--- src/mrfe_pkg.sv ---
package mrfe_pkg;

    localparam logic [1:0] OP_READ   = 2'd0;
    localparam logic [1:0] OP_WRITE  = 2'd1;
    localparam logic [1:0] OP_RECV   = 2'd2;
    localparam logic [1:0] OP_UNUSED = 2'd3;

    localparam logic KIND_TX    = 1'b0;
    localparam logic KIND_CHECK = 1'b1;

    localparam logic [1:0] STATUS_OK     = 2'd0;
    localparam logic [1:0] STATUS_HEADER = 2'd1;
    localparam logic [1:0] STATUS_CRC    = 2'd2;

    localparam logic [7:0]  FUNC_READ        = 8'h03;
    localparam logic [7:0]  FUNC_WRITE       = 8'h06;
    localparam logic [7:0]  REPLY_BYTE_COUNT = 8'h02;
    localparam logic [15:0] CRC_INIT         = 16'hFFFF;
    localparam logic [15:0] CRC_POLY         = 16'hA001;

    localparam logic [7:0] SLAVE_ADDR_RESET = 8'h01;
    localparam logic [1:0] ADDR_SLAVE       = 2'd0;

    typedef struct packed {
        logic       valid;
        logic [7:0] data;
        logic       last;
    } tx_beat_t;

    typedef struct packed {
        logic        valid;
        logic [1:0]  status;
        logic [15:0] value;
    } rx_result_t;

    // one byte through the reflected crc-16, bit by bit
    function automatic logic [15:0] crc_feed(input logic [15:0] crc, input logic [7:0] b);
        logic [15:0] c;
        c = crc ^ {8'h00, b};
        for (int k = 0; k < 8; k++)
        begin
            if (c[0])
            begin
                c = (c >> 1) ^ CRC_POLY;
            end
            else
            begin
                c = c >> 1;
            end
        end
        return c;
    endfunction

endpackage

--- src/modbus_rtu_master_frame_engine_core.sv ---
// request: first frame byte is out in the cycle after accept, eight bytes in all,
// next item not accepted before the last byte is passed on (the serializer sends one
// byte per cycle while the output slot is free; all but the crc bytes feed the crc)
// reply byte: one item per cycle while in_ready is high, check result registered to
// the output in the cycle after the seventh byte; reset (async, active low): slave
// address 1, receiver cleared, serializer idle, output empty
module modbus_rtu_master_frame_engine_core
    import mrfe_pkg::*;
(
    input  logic        clk,
    input  logic        rst_n,
    input  logic        psel,
    input  logic        penable,
    input  logic        pwrite,
    input  logic [1:0]  paddr,
    input  logic [31:0] pwdata,
    output logic [31:0] prdata,
    output logic        pready,
    input  logic        in_valid,
    output logic        in_ready,
    input  logic [1:0]  op,
    input  logic [15:0] register_address,
    input  logic [15:0] word_value,
    input  logic [7:0]  rx_byte,
    output logic        out_valid,
    input  logic        out_ready,
    output logic        kind,
    output logic [7:0]  tx_byte,
    output logic        last,
    output logic [1:0]  status,
    output logic [15:0] register_value
);

    logic [7:0]  slave_reg;
    logic        out_valid_reg;
    logic        kind_reg;
    logic [7:0]  tx_byte_reg;
    logic        last_reg;
    logic [1:0]  status_reg;
    logic [15:0] value_reg;
    logic        slot_free;
    logic        in_take;
    logic        req_take;
    logic        rx_take;
    logic        tx_busy;
    tx_beat_t    tx_beat;
    rx_result_t  rx_result;

    assign pready = 1'b1;
    assign prdata = (paddr == ADDR_SLAVE) ? {24'h000000, slave_reg} : 32'h00000000;

    always_ff @(posedge clk or negedge rst_n)
    begin
        if (!rst_n)
        begin
            slave_reg <= SLAVE_ADDR_RESET;
        end
        else if (psel && penable && pwrite && (paddr == ADDR_SLAVE))
        begin
            slave_reg <= pwdata[7:0];
        end
    end

    assign slot_free = !out_valid_reg || out_ready;
    assign in_ready  = !tx_busy && slot_free;
    assign in_take   = in_valid && in_ready;
    assign req_take  = in_take && ((op == OP_READ) || (op == OP_WRITE));
    assign rx_take   = in_take && (op == OP_RECV);

    mrfe_tx u_tx (
        .clk              (clk),
        .rst_n            (rst_n),
        .start            (req_take),
        .op               (op),
        .slave_address    (slave_reg),
        .register_address (register_address),
        .word_value       (word_value),
        .slot_free        (slot_free),
        .busy             (tx_busy),
        .beat             (tx_beat)
    );

    mrfe_rx u_rx (
        .clk           (clk),
        .rst_n         (rst_n),
        .clear         (req_take),
        .take          (rx_take),
        .rx_byte       (rx_byte),
        .slave_address (slave_reg),
        .result        (rx_result)
    );

    // the three beat sources never fire together: in_ready is low while serializing
    always_ff @(posedge clk or negedge rst_n)
    begin
        if (!rst_n)
        begin
            out_valid_reg <= 1'b0;
        end
        else if ((tx_beat.valid && slot_free) || req_take || rx_result.valid)
        begin
            out_valid_reg <= 1'b1;
        end
        else if (out_ready)
        begin
            out_valid_reg <= 1'b0;
        end
    end

    always_ff @(posedge clk)
    begin
        if (tx_beat.valid && slot_free)
        begin
            kind_reg    <= KIND_TX;
            tx_byte_reg <= tx_beat.data;
            last_reg    <= tx_beat.last;
            status_reg  <= STATUS_OK;
            value_reg   <= 16'h0000;
        end
        else if (req_take)
        begin
            kind_reg    <= KIND_TX;
            tx_byte_reg <= slave_reg;
            last_reg    <= 1'b0;
            status_reg  <= STATUS_OK;
            value_reg   <= 16'h0000;
        end
        else if (rx_result.valid)
        begin
            kind_reg    <= KIND_CHECK;
            tx_byte_reg <= 8'h00;
            last_reg    <= 1'b1;
            status_reg  <= rx_result.status;
            value_reg   <= rx_result.value;
        end
    end

    assign out_valid      = out_valid_reg;
    assign kind           = kind_reg;
    assign tx_byte        = tx_byte_reg;
    assign last           = last_reg;
    assign status         = status_reg;
    assign register_value = value_reg;

`ifndef SYNTHESIS
    a_busy_blocks_input: assert property (@(posedge clk) disable iff (!rst_n)
        tx_busy |-> !in_ready)
        else $error("input taken while frame is serializing");

    a_request_starts_frame: assert property (@(posedge clk) disable iff (!rst_n)
        req_take |=> (out_valid && tx_busy && (kind == KIND_TX) && !last))
        else $error("request did not start a frame");

    a_check_is_last: assert property (@(posedge clk) disable iff (!rst_n)
        (out_valid && (kind == KIND_CHECK)) |-> last)
        else $error("check result without last");

    a_failed_check_no_value: assert property (@(posedge clk) disable iff (!rst_n)
        (out_valid && (status != STATUS_OK)) |-> (register_value == 16'h0000))
        else $error("failed check carries a value");

    a_tx_beat_clean: assert property (@(posedge clk) disable iff (!rst_n)
        (out_valid && (kind == KIND_TX)) |->
            ((status == STATUS_OK) && (register_value == 16'h0000)))
        else $error("transmit beat carries check fields");
`endif

endmodule

--- src/mrfe_tx.sv ---
module mrfe_tx
    import mrfe_pkg::*;
(
    input  logic        clk,
    input  logic        rst_n,
    input  logic        start,
    input  logic [1:0]  op,
    input  logic [7:0]  slave_address,
    input  logic [15:0] register_address,
    input  logic [15:0] word_value,
    input  logic        slot_free,
    output logic        busy,
    output tx_beat_t    beat
);

    logic        busy_reg, busy_next;
    logic [2:0]  idx_reg, idx_next;
    logic [15:0] crc_reg, crc_next;
    logic [7:0]  func_reg, func_next;
    logic [15:0] reg_addr_reg, reg_addr_next;
    logic [15:0] word_reg, word_next;
    logic [7:0]  cur_byte;
    logic        advance;

    // byte 0 (slave address) is sent by the top level at start
    always_comb
    begin
        case (idx_reg)
            3'd1:    cur_byte = func_reg;
            3'd2:    cur_byte = reg_addr_reg[15:8];
            3'd3:    cur_byte = reg_addr_reg[7:0];
            3'd4:    cur_byte = word_reg[15:8];
            3'd5:    cur_byte = word_reg[7:0];
            3'd6:    cur_byte = crc_reg[7:0];
            3'd7:    cur_byte = crc_reg[15:8];
            default: cur_byte = 8'h00;
        endcase
    end

    assign advance = busy_reg && slot_free;

    always_comb
    begin
        busy_next     = busy_reg;
        idx_next      = idx_reg;
        crc_next      = crc_reg;
        func_next     = func_reg;
        reg_addr_next = reg_addr_reg;
        word_next     = word_reg;
        if (start)
        begin
            busy_next     = 1'b1;
            idx_next      = 3'd1;
            crc_next      = crc_feed(CRC_INIT, slave_address);
            func_next     = (op == OP_WRITE) ? FUNC_WRITE : FUNC_READ;
            reg_addr_next = register_address;
            word_next     = word_value;
        end
        else if (advance)
        begin
            if (idx_reg <= 3'd5)
            begin
                crc_next = crc_feed(crc_reg, cur_byte);
            end
            if (idx_reg == 3'd7)
            begin
                busy_next = 1'b0;
            end
            idx_next = idx_reg + 3'd1;
        end
    end

    always_ff @(posedge clk or negedge rst_n)
    begin
        if (!rst_n)
        begin
            busy_reg <= 1'b0;
            idx_reg  <= 3'd0;
        end
        else
        begin
            busy_reg <= busy_next;
            idx_reg  <= idx_next;
        end
    end

    always_ff @(posedge clk)
    begin
        crc_reg      <= crc_next;
        func_reg     <= func_next;
        reg_addr_reg <= reg_addr_next;
        word_reg     <= word_next;
    end

    assign busy       = busy_reg;
    assign beat.valid = busy_reg;
    assign beat.data  = cur_byte;
    assign beat.last  = (idx_reg == 3'd7);

endmodule

--- src/mrfe_rx.sv ---
module mrfe_rx
    import mrfe_pkg::*;
(
    input  logic       clk,
    input  logic       rst_n,
    input  logic       clear,
    input  logic       take,
    input  logic [7:0] rx_byte,
    input  logic [7:0] slave_address,
    output rx_result_t result
);

    localparam logic [2:0] POS_ADDR    = 3'd0;
    localparam logic [2:0] POS_FUNC    = 3'd1;
    localparam logic [2:0] POS_COUNT   = 3'd2;
    localparam logic [2:0] POS_DATA_HI = 3'd3;
    localparam logic [2:0] POS_DATA_LO = 3'd4;
    localparam logic [2:0] POS_CRC_LO  = 3'd5;
    localparam logic [2:0] POS_CRC_HI  = 3'd6;

    logic [2:0]  pos_reg, pos_next;
    logic [15:0] crc_reg, crc_next;
    logic        hdr_good_reg, hdr_good_next;
    logic [15:0] data_reg, data_next;
    logic [7:0]  crc_lo_reg, crc_lo_next;
    logic        done;

    assign done = take && (pos_reg == POS_CRC_HI);

    always_comb
    begin
        pos_next      = pos_reg;
        crc_next      = crc_reg;
        hdr_good_next = hdr_good_reg;
        data_next     = data_reg;
        crc_lo_next   = crc_lo_reg;
        if (clear || done)
        begin
            pos_next      = POS_ADDR;
            crc_next      = CRC_INIT;
            hdr_good_next = 1'b1;
            data_next     = 16'h0000;
            crc_lo_next   = 8'h00;
        end
        else if (take)
        begin
            case (pos_reg)
                POS_ADDR:
                begin
                    if (rx_byte != slave_address)
                    begin
                        hdr_good_next = 1'b0;
                    end
                end
                POS_FUNC:
                begin
                    if (rx_byte != FUNC_READ)
                    begin
                        hdr_good_next = 1'b0;
                    end
                end
                POS_COUNT:
                begin
                    if (rx_byte != REPLY_BYTE_COUNT)
                    begin
                        hdr_good_next = 1'b0;
                    end
                end
                POS_DATA_HI: data_next = {rx_byte, data_reg[7:0]};
                POS_DATA_LO: data_next = {data_reg[15:8], rx_byte};
                POS_CRC_LO:  crc_lo_next = rx_byte;
                default:     crc_lo_next = crc_lo_reg;
            endcase
            if (pos_reg < POS_CRC_LO)
            begin
                crc_next = crc_feed(crc_reg, rx_byte);
            end
            pos_next = pos_reg + 3'd1;
        end
    end

    always_ff @(posedge clk or negedge rst_n)
    begin
        if (!rst_n)
        begin
            pos_reg      <= POS_ADDR;
            crc_reg      <= CRC_INIT;
            hdr_good_reg <= 1'b1;
            data_reg     <= 16'h0000;
            crc_lo_reg   <= 8'h00;
        end
        else
        begin
            pos_reg      <= pos_next;
            crc_reg      <= crc_next;
            hdr_good_reg <= hdr_good_next;
            data_reg     <= data_next;
            crc_lo_reg   <= crc_lo_next;
        end
    end

    always_comb
    begin
        result.valid  = done;
        result.status = STATUS_OK;
        result.value  = 16'h0000;
        if (!hdr_good_reg)
        begin
            result.status = STATUS_HEADER;
        end
        else if ({rx_byte, crc_lo_reg} != crc_reg)
        begin
            result.status = STATUS_CRC;
        end
        else
        begin
            result.value = data_reg;
        end
    end

endmodule
--- config.mk ---
export PLATFORM = sky130hd
export DESIGN_NAME = modbus_rtu_master_frame_engine_core
export DESIGN_NICKNAME = d
export VERILOG_FILES = /design/src/mrfe_pkg.sv /design/src/modbus_rtu_master_frame_engine_core.sv /design/src/mrfe_tx.sv /design/src/mrfe_rx.sv
export SDC_FILE = /design/constraint.sdc
export NUM_CORES = 1
export LEC_CHECK = 0
export BUFFER_PORTS_ARGS = -buffer_cell sky130_fd_sc_hd__buf_4
export CAP_MARGIN = 20
export CORE_ASPECT_RATIO = 1.25
export CORE_MARGIN = 3
export CORE_UTILIZATION = 36
export CTS_CLUSTER_SIZE = 8
export DETAILED_ROUTE_END_ITERATION = 10
export HOLD_SLACK_MARGIN = 0.05
export PLACE_DENSITY_LB_ADDON = 0.25
export RECOVER_POWER = 100
export SETUP_SLACK_MARGIN = 0.2
export SLEW_MARGIN = 0
export SYNTH_ARGS = -nofsm -noshare
export SYNTH_HDL_FRONTEND = slang
export SYNTH_SLANG_ARGS = --single-unit
--- constraint.sdc ---
create_clock -name clk -period 8.61 [get_ports clk]
set_input_delay 2.1525 -clock clk [delete_from_list [all_inputs] [get_ports clk]]
set_output_delay 2.1525 -clock clk [all_outputs]
set_load 0.02 [all_outputs]
; Yosys cells after proc, flatten, opt, wreduce, memory -nomap -nowiden
; Cells that the tools add are included.
[totals]
ff_bits = 141
out_inout_bits = 63
elab_cells = 225
in_bits = 83
[op_classes]
addsub = 2
n_bitwise = 27
muxes = 113
order_cmp = 2
reduce_logical = 38
eq_ne = 24
[ops]
columns = cell, n
row1 = $mux W16, 83
row2 = $not A2 Y3, 24
row3 = $mux W8, 7
row4 = $pmux W8 S7, 1
row5 = $pmux W16 S2, 1
row6 = $xor A16 B8 Y16, 2
row7 = $eq A3 B3 Y1 const B, 7
row8 = $reduce_bool A2 Y1, 9
row9 = $ne A16 B16 Y1, 1
row10 = $ne A8 B2 Y1 const B, 2
row11 = $not A8 Y16, 1
row12 = $mux W3, 5
row13 = $mux W1, 13
row14 = $eq A3 B2 Y1 const B, 4
row15 = $logic_and A1 B1 Y1, 9
row16 = $ne A3 B1 Y1 const B, 3
row17 = $ne A8 B8 Y1, 1
row18 = $reduce_and A2 Y1, 4
row19 = $add A3 B1 Y3 const B, 2
row20 = $eq A3 B1 Y1 const B, 2
row21 = $reduce_and A3 Y1, 2
row22 = $logic_or A1 B1 Y1, 5
row23 = $reduce_and A5 Y1, 1
row24 = $logic_not A2 Y1, 2
row25 = 12 further kinds, 15

; Longest topological paths before layout
[logic_depth]
depth_word = 43
mapped_depth = 13
depth_no_buf = 10

; Cells and area by module
; A second synthesis with hierarchy kept.
[unflattened]
hier_cells = 620
area_unflattened_um2 = 7093.1
[modules_own_cells]
columns = mod, seq_area_each_um2, instances, cells_each, area_per_inst_um2
row1 = mrfe_tx, 1601.5, 1, 205, 2782.7
row2 = mrfe_rx, 1122.3, 1, 267, 2606.2
row3 = modbus_rtu_master_frame_engine_core, 877.1, 1, 148, 1704.1

; Worst setup path before layout
; OpenSTA, ideal clock, no wires.
[synth_timing]
path_kind = input -> output
from = input port out_ready
to = output port in_ready
arrival_ps = 2737
cell_stages = 2
path_buffers = 0
t_required_ps = 6457
setup_slack_ps = 3720
cell_sequence = nand2b_1 nor2b_1
[synth_via]
elab_chain_cells = 2
[synth_rtl]
columns = item, line_no
row1 = start: declaration, modbus_rtu_master_frame_engine_core.sv:26  ; input logic out_ready,
row2 = $logic_or A1 B1 Y1, modbus_rtu_master_frame_engine_core.sv:64  ; assign slot_free = !out_valid_reg || out_ready;
row3 = $logic_and A1 B1 Y1, modbus_rtu_master_frame_engine_core.sv:65  ; assign in_ready = !tx_busy && slot_free;
row4 = end: declaration, modbus_rtu_master_frame_engine_core.sv:20  ; output logic in_ready,
; Every way passes these cells.

; Worst setup path after layout
[layout_timing]
from = input port out_ready
to = register u_tx.crc_reg[9] (data pin)
[layout_via]
elab_chain_cells = 5
[layout_rtl]
columns = item, line_no
row1 = $logic_or A1 B1 Y1, modbus_rtu_master_frame_engine_core.sv:64
row2 = $logic_and A1 B1 Y1, modbus_rtu_master_frame_engine_core.sv:65
row3 = $logic_and A1 B1 Y1, modbus_rtu_master_frame_engine_core.sv:66  ; assign in_take = in_valid && in_ready;
row4 = $logic_and A1 B1 Y1, modbus_rtu_master_frame_engine_core.sv:67  ; assign req_take = in_take && ((op == OP_READ) || (op == OP_WRITE));
row5 = $mux W16, mrfe_tx.sv:50  ; if (start)
row6 = net u_tx.crc_next[9], mrfe_tx.sv:18  ; logic [15:0] crc_reg, crc_next;
row7 = end signal: assignment, mrfe_tx.sv:89  ; crc_reg <= crc_next;
row8 = end: declaration, mrfe_tx.sv:18
; The timed path passes the listed nets, and every way through them passes these cells.
; A chain may end at the register's enable or synchronous reset.

==> summary.txt <==
Layout
  – Fill cells: 1717
  – Area grow syn2layout: 19.4%
  – Util after Layout: 44.2%
  – Ant. Diodes: 0
  – Layout cell share with drive strength beyond 1: 19.2%
  – Layout Nets: 770

Clock network
  – Num Clock Sinks: 135
  – Clk buf depth: 2
  – Root Buffer: clkbuf_16
  – H-tree Lvls: 4
  – Clock latency on the worst-skew pair: 0.42 ns
  – Hold buffer count at CTS: 0
  – CTS Buf Count: 17
  – Resize count post-CTS: 0
  – Clock slew at reported path FFs: 0.06 ns
  – Postcts setup bufs: 0
  – CTS tree: yes

Setup path
  – CP max FO: 54
  – Critical Path Sink Type: register
  – FF-to-FF path depth: 7
  – Worst reg-to-reg setup slack: 3.97 ns
  – Critical Path Sink: u_tx.crc_reg[9]
  – Top Family by Delay on Critical Path: buffers and inverters
  – Required @ worst endpoint: 8.62 ns
  – Worst path cell trace: clkbuf_4, nand2b_1, nor2b_1, nand2_1, or2_0, clkinv_1, clkbuf_1, o21ai_0
  – Reg2reg end: u_tx.crc_reg[9]
  – Crit Path Category: in -> reg
  – Worst r2r src: out_valid
  – Buf/Inv on CP: 3
  – Max stage delay on crit path: 1.87 ns
  – WP data arrival: 6.14 ns
  – CP Launch Point: out_ready
  – Worst path depth: 8
  – Slowest CP cell: clkbuf_1
  – CP startpoint kind: input port

STA
  – Worst-Margin Slew: 3.15 ns
  – Clock Skews: 0.0107 ns
  – Final min period: 6.12 ns
  – Fmax: 163 MHz
  – Fin. max-slew vios: 113
  – Setup-failing EPs final: 0
  – Hold_ws: 0.484 ns
  – Tcrit/Tclk final: 71.1%
  – Worst rel slew slack: -110%
  – Hold Fails Final Rpt: 0
  – Unrepaired setup endpoints after global routing: false
  – Setup TNS: 0 ns

Floorplan
  – Core region area: 0.0182 sq mm
  – I/O pin count: 146
  – Initial Util: 37.0%
  – Row count: 55
  – Die area: 0.0205 sq mm
  – Die Wd: 129 um
  – Die height: 159 um

Drt
  – Met2 Wirelength: 8750 um
  – Vias/cell: 5.04
  – Routed vias: 4614
  – Total DRC errors in the routed layout: 0
  – Detailed Routing Iterations Pass 1: 4
  – Met1 WL: 6650 um
  – Final wirelength: 16400 um
  – WL per Instance: 17.9 um
  – Metal3 WL: 784 um
  – Top Layer Used: met4
  – 1st-iter DRT viols: 282
  – Final antenna-violating net count: 0

Flow run
  – Max-cap violations: 2

Yosys
  – FFs w/ async S/R, synth: 42.2%
  – Seq/Total Area, Yosys: 53.3%
  – Yosys top cell by area: edfxtp_1
  – Area contributors post-synth: edfxtp_1 26%, dfrtp_1 14%, dfstp_2 7.0%
  – Main synth FF type: edfxtp_1
  – Count leader, synth: edfxtp_1
  – Register bit total from synthesis: 135
  – Post-synth EDFFs: 59
  – Synth Cell Area: 0.00675 sq mm
  – Synth top area share: 26.2%
  – Syn Area/Cell: 11.4 sq um
  – Mapped Cells: 594
  – Most frequent cells after synthesis: 59 x edfxtp_1, 55 x nor2_1, 52 x nand2_1, 39 x dfrtp_1, 38 x xnor2_1
  – Synth warnings: 0
  – Yosys cell types: 60

Hold path
  – Min-delay src: kind
  – HP Class: reg -> reg

Global route
  – Vias in the first global route: 4783
  – Total gr overflow: 0
  – Antenna violations before repair: 0
  – First-pass GRT wire length: 25400 um
  – GRT Overall Usage: 15.9%
  – Maximum number of pins on one net before global-route repair: 58

Run status
  – Status: finished, violations left
  – Failing checks: max-capacitance violations, max-slew violations

Pwr
  – Peak VDD IR: 282 uV
  – Static leakage: 3.49 nW
  – Pwr/cell area: 400 mW/mm^2

Placement
  – DP Wirelength: 11700 um
  – RePlAce Congestion: 0.827
  – Port-buffer cells: 96
==> cells in the final DEF, fill, tap and decap left out, types with 3 or more instances in the layout <==
master	netlist	final
nand2_1	52	52
clkbuf_4	0	34
clkbuf_1	32	40
clkbuf_16	0	21
nand4_1	4	4
xor2_1	32	32
a222oi_1	3	3
buf_4	25	30
xnor2_2	3	3
dfstp_2	18	18
a22o_1	15	15
ha_1	12	12
a22oi_1	15	15
edfxtp_1	59	59
a21oi_1	10	10
dfrtp_1	39	39
inv_1	13	12
and2_0	0	8
mux2i_1	32	32
nor3_1	3	3
a211oi_1	3	3
a31oi_1	3	3
o211ai_1	11	11
xnor2_1	38	38
dfxtp_1	19	19
o31ai_1	3	3
nand3_1	6	6
conb_1	2	25
nor4_1	5	5
mux2_2	10	10
nand2b_1	7	7
nor2_1	55	55
o21ai_0	18	20
==> layout make-up <==
type                            count  area, sq um  area share, %
Clock inverter                      7         98.8           1.23
Clock buffer                       25          561           6.95
Inverter                           13         48.8          0.605
Multi-Input combinational cell    406         2850           35.3
Tap cell                          228          285           3.54
Sequential cell                   135         3600           44.7
Timing Repair Buffer              102          623           7.73
==> logic make-up (layout without fill, tap and decap cells) <==
logic type / Yosys count / in the layout / synth area share (%)
other: 2 / 25 / 0.111
buffers and inverters: 76 / 147 / 5.82
and+or+nand+nor: 153 / 153 / 10.5
DFF: 135 / 135 / 53.3
adders and majority gates: 12 / 12 / 2.22
AOI/OAI and AO/OA: 97 / 97 / 10.4
xor gates and xnor gates: 77 / 77 / 11.2
muxes: 42 / 42 / 6.41
==> per-stage QoR <==
| step | total power [mW] | instance area (sq um) | setup WS, ns | cells |
|---|---|---|---|---|
| final | 3.23 | 8060 | 2.49 | 916 |
| after CTS | 3.30 | 8210 | 3.50 | 916 |
| after global routing | 3.43 | 8060 | 2.08 | 916 |
| after detailed placement | 2.49 | 7550 | 3.51 | 884 |
| after global placement | 2.47 | 7550 | 3.51 | 884 |
| after floorplan | 2.18 | 6840 | 3.72 | 617 |
==> worst min path at each step <==
| stage | to | slack [ns] | depth (start not counted) |
|---|---|---|---|
| after global placement | kind | 0.46 | 2 |
| after floorplan | u_rx.hdr_good_reg | 0.45 | 2 |
| after global routing | register_value[11] | 0.50 | 1 |
| final | kind | 0.48 | 2 |
| after detailed placement | register_value[8] | 0.47 | 1 |
| after CTS | register_value[14] | 0.49 | 1 |
==> worst min-delay path, stage by stage (launching register included) <==
cell	delay [ns]
dfxtp_1	0.33
nor2_1	0.05
nor2_1	0.07
==> metal layers <==
| layer | vias to the layer above | global-route usage, % |
|---|---|---|
| met5 | - | 0 |
| met4 | 0 | 4.63 |
| met3 | 16 | 3.93 |
| met2 | 127 | 28.1 |
| met1 | 2274 | 19.0 |
| li1 | 2197 | - |
==> where the power goes <==
group          internal [mW]  leakage (nW)  switching (mW)
Sequential             0.938          1.41           0.138
Combinational          0.646          1.76           0.715
Clock                  0.514         0.325           0.274
Power figures use the tool's default switching activity.
